`src/design/xor_double_stream_encoder_unit_defines.svh`:
```
// Assertion macros used by the XOR stream encoder back end.
// Expects clk_i and rst_ni in the scope of each use.
`ifndef XOR_DOUBLE_STREAM_ENCODER_UNIT_DEFINES_SVH
`define XOR_DOUBLE_STREAM_ENCODER_UNIT_DEFINES_SVH

// Same-cycle implication, off during reset.
`define XDSE_ASSERT_NOW(lbl, ante, cons, msg) \
  lbl: assert property (@(posedge clk_i) disable iff (!rst_ni) (ante) |-> (cons)) \
    else $error(msg);

// Next-cycle implication, off during reset.
`define XDSE_ASSERT_NEXT(lbl, ante, cons, msg) \
  lbl: assert property (@(posedge clk_i) disable iff (!rst_ni) (ante) |=> (cons)) \
    else $error(msg);

`endif

```
`src/design/xdse_pkg.sv`:
```
// Shared types and constants of the XOR stream encoder.
// No dependencies.
package xdse_pkg;

  localparam int unsigned WordBits = 64;
  localparam int unsigned LeadBits = 5;
  localparam int unsigned LenBits  = 6;
  localparam int unsigned QDepth   = 2;

  localparam logic [LeadBits-1:0] LeadMax  = 5'd31;
  localparam logic [6:0]          LenWord  = 7'd64;
  localparam logic [6:0]          LenZero  = 7'd1;
  localparam logic [6:0]          LenCtl   = 7'd2;
  localparam logic [6:0]          LenHdr   = 7'd13;
  localparam logic [1:0]          CtlReuse = 2'b10;
  localparam logic [1:0]          CtlNew   = 2'b11;

  typedef enum logic [1:0] {
    KIND_RAW,
    KIND_ZERO,
    KIND_REUSE,
    KIND_NEW
  } kind_e;

  // One classified item handed from front to back.
  typedef struct packed {
    kind_e                kind;
    logic [WordBits-1:0]  data;   // raw value or XOR
    logic [5:0]           shamt;  // trailing shift of the payload
    logic [LeadBits-1:0]  lead;   // header leading count
    logic [6:0]           len;    // payload length, 1..64
  } xdse_entry_t;

endpackage

```
`src/design/xor_double_stream_encoder_unit.sv`:
```
// XOR stream encoder for 64-bit sample patterns. Each value yields one chunk
// (raw first value, or a single '0' for a repeat) or two chunks (control/header,
// then meaningful bits), MSB first and right-aligned. The front end registers
// the XOR and classifies it in the next cycle; a two-entry queue decouples it
// from the back end, which issues one chunk per cycle from its output register
// while pop is held and the queue is not empty; the front end keeps taking values
// until the queue fills. The first chunk of an item reaches the result ports
// through the front-end register, the queue and the output register.
module xor_double_stream_encoder_unit (
  input  logic        clk_i,
  input  logic        rst_ni,
  input  logic        push,
  output logic        full,
  input  logic [63:0] value_i,
  output logic        empty,
  input  logic        pop,
  output logic [63:0] chunk_bits_o,
  output logic [6:0]  chunk_length_o,
  output logic        last_o
);
  import xdse_pkg::*;

  logic        fq_push, fq_ready, qb_valid, qb_pop;
  xdse_entry_t fq_entry, qb_entry;

  xdse_front u_front (
    .clk_i     (clk_i),
    .rst_ni    (rst_ni),
    .push      (push),
    .full      (full),
    .value_i   (value_i),
    .q_push_o  (fq_push),
    .q_entry_o (fq_entry),
    .q_ready_i (fq_ready)
  );

  xdse_queue u_queue (
    .clk_i   (clk_i),
    .rst_ni  (rst_ni),
    .push_i  (fq_push),
    .entry_i (fq_entry),
    .ready_o (fq_ready),
    .valid_o (qb_valid),
    .entry_o (qb_entry),
    .pop_i   (qb_pop)
  );

  xdse_back u_back (
    .clk_i          (clk_i),
    .rst_ni         (rst_ni),
    .q_valid_i      (qb_valid),
    .q_entry_i      (qb_entry),
    .q_pop_o        (qb_pop),
    .empty          (empty),
    .pop            (pop),
    .chunk_bits_o   (chunk_bits_o),
    .chunk_length_o (chunk_length_o),
    .last_o         (last_o)
  );

endmodule

```
`src/design/xdse_front.sv`:
```
// Front end: takes values, XORs each with the previous one (the first passes raw), counts zeros,
// tests against the stored window and pushes a classified entry. Uses xdse_pkg.
module xdse_front (
  input  logic                    clk_i,
  input  logic                    rst_ni,
  input  logic                    push,
  output logic                    full,
  input  logic [63:0]             value_i,
  output logic                    q_push_o,
  output xdse_pkg::xdse_entry_t   q_entry_o,
  input  logic                    q_ready_i
);
  import xdse_pkg::*;

  logic                prev_seen_q, prev_seen_d;
  logic [WordBits-1:0] prev_q, prev_d;
  logic                s1_valid_q, s1_valid_d;
  logic                s1_raw_q, s1_raw_d;
  logic [WordBits-1:0] s1_x_q, s1_x_d;
  logic                win_valid_q, win_valid_d;
  logic [LeadBits-1:0] win_lead_q, win_lead_d;
  logic [5:0]          win_trail_q, win_trail_d;

  logic                accept, advance;
  logic [WordBits-1:0] x_rev;
  logic [5:0]          lz, tz;
  logic [LeadBits-1:0] lz_clamp;
  logic                reuse;
  xdse_entry_t         entry;

  // Six halving steps; x must be nonzero for a meaningful count.
  function automatic logic [5:0] count_tz(input logic [WordBits-1:0] x);
    logic [WordBits-1:0] v;
    logic [5:0]          n;
    v = x;
    n = '0;
    if (v[31:0] == '0) begin n = n + 6'd32; v = v >> 32; end
    if (v[15:0] == '0) begin n = n + 6'd16; v = v >> 16; end
    if (v[7:0]  == '0) begin n = n + 6'd8;  v = v >> 8;  end
    if (v[3:0]  == '0) begin n = n + 6'd4;  v = v >> 4;  end
    if (v[1:0]  == '0) begin n = n + 6'd2;  v = v >> 2;  end
    if (v[0]    == 1'b0) begin n = n + 6'd1; end
    return n;
  endfunction

  assign advance = s1_valid_q && q_ready_i;
  assign full    = s1_valid_q && !q_ready_i;
  assign accept  = push && !full;

  always_comb begin
    for (int i = 0; i < WordBits; i++) begin
      x_rev[i] = s1_x_q[WordBits-1-i];
    end
  end

  assign lz       = count_tz(x_rev);
  assign tz       = count_tz(s1_x_q);
  assign lz_clamp = (lz > 6'(LeadMax)) ? LeadMax : lz[LeadBits-1:0];
  assign reuse    = win_valid_q && (lz >= 6'(win_lead_q)) && (tz >= win_trail_q);

  always_comb begin
    entry      = '0;
    entry.data = s1_x_q;
    if (s1_raw_q) begin
      entry.kind = KIND_RAW;
      entry.len  = LenWord;
    end else if (s1_x_q == '0) begin
      entry.kind = KIND_ZERO;
      entry.len  = LenZero;
    end else if (reuse) begin
      entry.kind  = KIND_REUSE;
      entry.shamt = win_trail_q;
      entry.lead  = win_lead_q;
      entry.len   = LenWord - {2'b00, win_lead_q} - {1'b0, win_trail_q};
    end else begin
      entry.kind  = KIND_NEW;
      entry.shamt = tz;
      entry.lead  = lz_clamp;
      entry.len   = LenWord - {2'b00, lz_clamp} - {1'b0, tz};
    end
  end

  assign q_push_o  = advance;
  assign q_entry_o = entry;

  always_comb begin
    prev_seen_d = prev_seen_q;
    prev_d      = prev_q;
    s1_raw_d    = s1_raw_q;
    s1_x_d      = s1_x_q;
    s1_valid_d  = s1_valid_q;
    if (advance) begin
      s1_valid_d = 1'b0;
    end
    if (accept) begin
      s1_valid_d  = 1'b1;
      s1_raw_d    = !prev_seen_q;
      s1_x_d      = prev_seen_q ? (value_i ^ prev_q) : value_i;
      prev_d      = value_i;
      prev_seen_d = 1'b1;
    end
    win_valid_d = win_valid_q;
    win_lead_d  = win_lead_q;
    win_trail_d = win_trail_q;
    if (advance && entry.kind == KIND_NEW) begin
      win_valid_d = 1'b1;
      win_lead_d  = lz_clamp;
      win_trail_d = tz;
    end
  end

  always_ff @(posedge clk_i or negedge rst_ni) begin
    if (!rst_ni) begin
      prev_seen_q <= 1'b0;
      prev_q      <= '0;
      s1_valid_q  <= 1'b0;
      s1_raw_q    <= 1'b0;
      win_valid_q <= 1'b0;
      win_lead_q  <= '0;
      win_trail_q <= '0;
    end else begin
      prev_seen_q <= prev_seen_d;
      prev_q      <= prev_d;
      s1_valid_q  <= s1_valid_d;
      s1_raw_q    <= s1_raw_d;
      win_valid_q <= win_valid_d;
      win_lead_q  <= win_lead_d;
      win_trail_q <= win_trail_d;
    end
  end

  always_ff @(posedge clk_i) begin
    s1_x_q <= s1_x_d;
  end

endmodule

```
`src/design/xdse_queue.sv`:
```
// Short FIFO of classified entries between front and back.
// Uses xdse_pkg.
module xdse_queue (
  input  logic                    clk_i,
  input  logic                    rst_ni,
  input  logic                    push_i,
  input  xdse_pkg::xdse_entry_t   entry_i,
  output logic                    ready_o,
  output logic                    valid_o,
  output xdse_pkg::xdse_entry_t   entry_o,
  input  logic                    pop_i
);
  import xdse_pkg::*;

  localparam int unsigned PtrBits = $clog2(QDepth);
  localparam int unsigned CntBits = $clog2(QDepth + 1);

  xdse_entry_t        mem_q [QDepth];
  logic [PtrBits-1:0] wr_ptr_q, wr_ptr_d;
  logic [PtrBits-1:0] rd_ptr_q, rd_ptr_d;
  logic [CntBits-1:0] cnt_q, cnt_d;
  logic               do_push, do_pop;

  function automatic logic [PtrBits-1:0] ptr_inc(input logic [PtrBits-1:0] p);
    return (p == PtrBits'(QDepth - 1)) ? '0 : p + 1'b1;
  endfunction

  assign ready_o = (cnt_q != CntBits'(QDepth));
  assign valid_o = (cnt_q != '0);
  assign entry_o = mem_q[rd_ptr_q];
  assign do_push = push_i && ready_o;
  assign do_pop  = pop_i && valid_o;

  always_comb begin
    wr_ptr_d = do_push ? ptr_inc(wr_ptr_q) : wr_ptr_q;
    rd_ptr_d = do_pop  ? ptr_inc(rd_ptr_q) : rd_ptr_q;
    cnt_d    = cnt_q;
    if (do_push && !do_pop) begin
      cnt_d = cnt_q + 1'b1;
    end else if (do_pop && !do_push) begin
      cnt_d = cnt_q - 1'b1;
    end
  end

  always_ff @(posedge clk_i or negedge rst_ni) begin
    if (!rst_ni) begin
      wr_ptr_q <= '0;
      rd_ptr_q <= '0;
      cnt_q    <= '0;
    end else begin
      wr_ptr_q <= wr_ptr_d;
      rd_ptr_q <= rd_ptr_d;
      cnt_q    <= cnt_d;
    end
  end

  always_ff @(posedge clk_i) begin
    if (do_push) begin
      mem_q[wr_ptr_q] <= entry_i;
    end
  end

endmodule

```
`src/design/xdse_back.sv`:
```
// Back end: turns each queued entry into one or two chunks and holds
// the current chunk in an output register. Uses xdse_pkg and the defines header.
`include "xor_double_stream_encoder_unit_defines.svh"

module xdse_back (
  input  logic                    clk_i,
  input  logic                    rst_ni,
  input  logic                    q_valid_i,
  input  xdse_pkg::xdse_entry_t   q_entry_i,
  output logic                    q_pop_o,
  output logic                    empty,
  input  logic                    pop,
  output logic [63:0]             chunk_bits_o,
  output logic [6:0]              chunk_length_o,
  output logic                    last_o
);
  import xdse_pkg::*;

  logic                out_valid_q, out_valid_d;
  logic                phase_q, phase_d;
  logic [WordBits-1:0] bits_q, bits_d;
  logic [6:0]          len_q, len_d;
  logic                last_q, last_d;
  logic                load;
  logic [WordBits-1:0] payload;

  assign load    = q_valid_i && (!out_valid_q || pop);
  assign payload = q_entry_i.data >> q_entry_i.shamt;

  always_comb begin
    bits_d = '0;
    len_d  = LenZero;
    last_d = 1'b1;
    case (q_entry_i.kind)
      KIND_RAW: begin
        bits_d = q_entry_i.data;
        len_d  = LenWord;
      end
      KIND_ZERO: begin
        bits_d = '0;
        len_d  = LenZero;
      end
      KIND_REUSE: begin
        if (phase_q) begin
          bits_d = payload;
          len_d  = q_entry_i.len;
        end else begin
          bits_d = WordBits'(CtlReuse);
          len_d  = LenCtl;
          last_d = 1'b0;
        end
      end
      KIND_NEW: begin
        if (phase_q) begin
          bits_d = payload;
          len_d  = q_entry_i.len;
        end else begin
          // '11', 5-bit lead, 6-bit length (64 wraps to 0)
          bits_d = WordBits'({CtlNew, q_entry_i.lead, q_entry_i.len[LenBits-1:0]});
          len_d  = LenHdr;
          last_d = 1'b0;
        end
      end
      default: begin
        bits_d = '0;
      end
    endcase
  end

  assign q_pop_o = load && last_d;

  always_comb begin
    phase_d     = load ? !last_d : phase_q;
    out_valid_d = out_valid_q;
    if (load) begin
      out_valid_d = 1'b1;
    end else if (pop) begin
      out_valid_d = 1'b0;
    end
  end

  always_ff @(posedge clk_i or negedge rst_ni) begin
    if (!rst_ni) begin
      out_valid_q <= 1'b0;
      phase_q     <= 1'b0;
    end else begin
      out_valid_q <= out_valid_d;
      phase_q     <= phase_d;
    end
  end

  always_ff @(posedge clk_i) begin
    if (load) begin
      bits_q <= bits_d;
      len_q  <= len_d;
      last_q <= last_d;
    end
  end

  assign empty          = !out_valid_q;
  assign chunk_bits_o   = bits_q;
  assign chunk_length_o = len_q;
  assign last_o         = last_q;

  `XDSE_ASSERT_NOW(a_phase_has_entry, phase_q, q_valid_i, "second chunk pending without entry")
  `XDSE_ASSERT_NOW(a_len_range, out_valid_q, (len_q != '0) && (len_q <= LenWord), "bad chunk length")
  `XDSE_ASSERT_NEXT(a_hdr_then_payload, load && !last_d, phase_q, "header not followed by payload")
  `XDSE_ASSERT_NOW(a_pop_only_on_last, q_pop_o, load && last_d, "entry dropped early")

endmodule
```
`config.mk`:
```
export PLATFORM = sky130hd
export DESIGN_NAME = xor_double_stream_encoder_unit
export DESIGN_NICKNAME = d
export VERILOG_FILES = /design/src/design/xdse_pkg.sv /design/src/design/xor_double_stream_encoder_unit.sv /design/src/design/xdse_front.sv /design/src/design/xdse_queue.sv /design/src/design/xdse_back.sv
export VERILOG_INCLUDE_DIRS = /design/src /design/src/design
export SDC_FILE = /design/constraint.sdc
export NUM_CORES = 1
export LEC_CHECK = 0
export BUFFER_PORTS_ARGS = -buffer_cell sky130_fd_sc_hd__buf_2
export CORE_MARGIN = 2
export CORE_UTILIZATION = 62
export CTS_CLUSTER_SIZE = 8
export DETAILED_ROUTE_END_ITERATION = 6
export PLACE_DENSITY = 0.8
export RECOVER_POWER = 50
export SLEW_MARGIN = 15
export SYNTH_ARGS = -nofsm -noshare
export SYNTH_HDL_FRONTEND = slang
export SYNTH_SLANG_ARGS = --single-unit
```
`constraint.sdc`:
```
create_clock -name clk_i -period 7.42 [get_ports clk_i]
set_input_delay 0.742 -clock clk_i [delete_from_list [all_inputs] [get_ports clk_i]]
set_output_delay 0.742 -clock clk_i [all_outputs]
set_load 0.01 [all_outputs]
```
==> key figures <==
Run status
  – Outcome: complete, but fails checks
  – Failing checks: max-capacitance violations, max-slew violations

STA
  – Tcrit/Tclk final: about four fifths
  – Actual slew at the worst max-slew pin: 3.71 ns
  – Setup WS post-layout: between 1 and 1.5 ns
  – Max transition margin: -147%
  – Final setup fails: 0
  – Final hold vios: 0
  – Final Critical Period: approximately 6.1 ns
  – RSZ-0062 raised after global routing: false
  – F_max: 0.164 GHz
  – Total Neg Setup Slack: 0 ns
  – Clock Skews: roughly 0.031 ns
  – Slew Viols, Final: between 200 and 300

Setup path
  – Crit path largest cell delay: around 1.9 ns
  – Worst path arrival time: ~6.4 ns
  – Worst R2R End: u_back.chunk_bits_o[10]
  – Critical path depth: 9
  – Worst setup path start: u_queue.rd_ptr_q
  – Critical path capture point type: flop
  – WP buf/inv: 1
  – Critical Path RT: 7.71 ns
  – CP Capture Point: u_back.chunk_bits_o[10]
  – Cell family with most CP delay: multiplexers
  – Worst-path fanout max: 43
  – Crit-path cells: mux2_2, buf_4, mux4_2, mux2i_1, mux2i_1, a22oi_1, nand2_1, o211ai_1, o221ai_1
  – Most frequent CP cell: mux2i_1
  – Worst Setup Path Type: reg -> reg
  – FF-to-FF setup slack: between 1 and 1.5 ns
  – Critical Path Source Type: flop
  – Crit-path slowest cell: dfrtp_1
  – RR Startpoint: u_queue.rd_ptr_q
  – Cells on worst reg2reg path: 9

Synth
  – Synth Cell Area: roughly 0.022 mm2
  – Post-Synth XOR/XNOR Area: a little over 3%
  – Sequential-to-total area share from yosys stat: between 50% and 60%
  – Syn_nets: approximately 1900
  – Synth Register Bits: between 300 and 400
  – Synth cell types: 84
  – Ys flop type: edfxtp_1
  – Mux contribution to synthesized area: 21.8%
  – Post-synthesis compound-gate area fraction: 10.8%
  – EDFF count, synth: around 300
  – Largest family of logic cells by synthesized area: multiplexers
  – Post-synthesis async set-or-reset flop share: a little over a fifth
  – Post-Syn Instances: between 1500 and 2000
  – Mean Syn Cell Area: approximately 12 um2
  – Post-synthesis simple-gate area fraction: 8.05%
  – Yosys Warn Count: 0
  – Post-synthesis adder-cell area fraction: slightly above 2%

Clocking
  – CTS root buffer: clkbuf_16
  – Clk sinks: a little under 400
  – CTS tree: done
  – TritonCTS Buffers: 54
  – Post-CTS setup repair buffer count: 0
  – Max H-tree Level: 2
  – Hold_buf cts: 0
  – Clk Latency, worst-skew pair: 0.60 ns
  – Clk slew on worst S/H paths: around 0.050 ns
  – Resized Gates After CTS: 0
  – Maximum root-to-sink buffer count: 3

Routing
  – Average wire per standard cell: around 28 um
  – Vias/cell: ~6.8
  – Drt pass-1 iters: 6
  – Iter 0 DRT Violations: around 1900
  – ANT nets after route: 0
  – Via count: roughly 16000
  – Routed WL: approximately 67 mm
  – Number of remaining DRC errors: 0

Hold path
  – Min-Delay Path Depth: 2
  – Hold WC Path Type: in -> reg

Flow run
  – Max Cap Viol: 6

Cells and area
  – Leading cell type in the layout, fill and taps excluded: edfxtp_1
  – Area Overhead vs Synth: 11.7%
  – Most frequent cells in the layout: 304 x edfxtp_1, 243 x mux2i_1, 187 x nand2_1, 153 x mux2_2, 110 x clkbuf_1
  – Post-layout net count: 2031
  – N_diodes: 0
  – Total of fill cells in the finished design: 2428
  – Share of cells above drive strength 1: a little under a fifth
  – Post-Layout Inst Area: 0.0244 mm2
  – Register area: about 0.011 mm2
  – Layout Utilization: 70.6%
  – Area of the multi-input gates: between 0.01 and 0.015 mm2

Global route
  – First-pass GRT wire length: about 98 mm
  – Pin count of the biggest net entering global routing: between 100 and 150
  – GRT Total Usage: between 30 and 40%
  – Total global routing overflow: 0
  – Vias in the first global route: around 16000
  – Initial antenna violation count: 1

Floorplan
  – Die Y: between 150 and 200 um
  – Chip width: between 150 and 200 um
  – Initial Utilization: 63.2%
  – Ports: 142
  – Placeable Area: roughly 0.035 mm2
  – Num rows: 68
  – Die area: 0.0368 mm2

Placement
  – Routability Congestion: approximately 1.0
  – Detailed placement HPWL: 47.7 mm
  – Pre-CTS setup slack: between 1.5 and 2 ns
  – Area after DPL: 0.0230 mm2
  – Port bufs: roughly 140

Power and ir drop
  – Cell area power density: ~520 mW/mm2
  – Pleak: 9.47 nW
  – Worst vdd ir: between 0.0003 and 0.0004 V
## sequential cells by signal (all words and copies together), names as in the netlist, 2 cells and up
register,flops
u_front.s1_x_q,64
u_front.win_lead_q,5
u_front.prev_q,64
u_front.win_trail_q,6
u_queue.cnt_q,2
u_queue.mem_q,168
u_back.chunk_bits_o,64
u_back.chunk_length_o,7
## synth_stat cells (all sizes together) (8+ instances only)
library cell	instances	area share (%)
nor3	17	0.39
nand2	187	3.2
o211ai	29	1.0
a41oi	9	0.39
clkbuf	55	0.94
o31ai	9	0.31
nand3	19	0.46
nor2	109	1.9
a21oi	72	1.7
mux4	26	2.7
a211oi	17	0.61
buf	58	1.2
xnor2	73	2.9
o21ai	57	1.3
a31oi	8	0.26
ha	32	1.8
edfxtp	304	42
nand2b	13	0.37
nor4	15	0.62
inv	37	0.63
dfrtp	85	9.7
o221ai	22	0.88
mux2i	247	11
a21o	23	0.79
o22ai	37	1.1
mux2	153	7.9
## worst reg2reg max path, cell delays in order, from the launching register on
cell      delay [ns]
dfrtp_1         1.91
mux2_2          0.99
buf_4           0.68
mux4_2          0.68
mux2i_1         0.37
mux2i_1         0.23
a22oi_1         0.52
nand2_1         0.11
o211ai_1        0.13
o221ai_1        0.18
## kinds of logic after synthesis
logic type / count (synthesis)
muxes: 426
buffers and inverters: 151
DFF: 389
xor gates and xnor gates: 76
AOI/OAI and AO/OA: 344
adders and majority gates: 34
and+or+nand+nor: 395
## worst min-delay path by stage
stage / start / end / slack, ns
finish: push / u_front.s1_valid_q / 0.38
global route: push / u_front.s1_valid_q / 0.38
CTS: rst_ni / u_front.prev_q[51] / 0.08
detailed placement: u_front.win_valid_q / u_front.win_valid_q / 0.48
global placement: u_back.out_valid_q / u_back.out_valid_q / 0.48
floorplan: u_front.win_valid_q / u_front.win_valid_q / 0.43
## metrics by stage
| step | instances | hold slack [ns] | power (mW) |
|---|---|---|---|
| after floorplan | 1815 | 0.428 | 8.24 |
| after global placement | 2328 | 0.475 | 10.2 |
| after detailed placement | 2328 | 0.478 | 10.3 |
| after CTS | 2419 | 0.0802 | 12.7 |
| after global routing | 2419 | 0.384 | 13.4 |
| final | 2419 | 0.384 | 12.8 |
## routing by layer
metal  track usage (%)  wire length (um)  up-vias
li1                  -                 -     7115
met1              49.3             26600     8031
met3              8.53              6400      192
met5                 0                13        -
met2              57.2             30600     1023
met4              16.4              3140        2
## power by group
group	internal [mW]	total, mW	switching (mW)
clock network	1.40	2.29	0.894
logic	2.41	6.34	3.93
registers	3.50	4.20	0.696
## area by class of cell
type / count / area share, %
Sequential cell: 389 / 46.0
Multi-Input combinational cell: 1275 / 41.1
Clock buffer: 90 / 6.34
Timing Repair Buffer: 171 / 3.54
Tap cell: 455 / 2.33
Inverter: 38 / 0.589
Clock inverter: 1 / 0.0154
No activity file was read; power rests on OpenSTA's default activity.
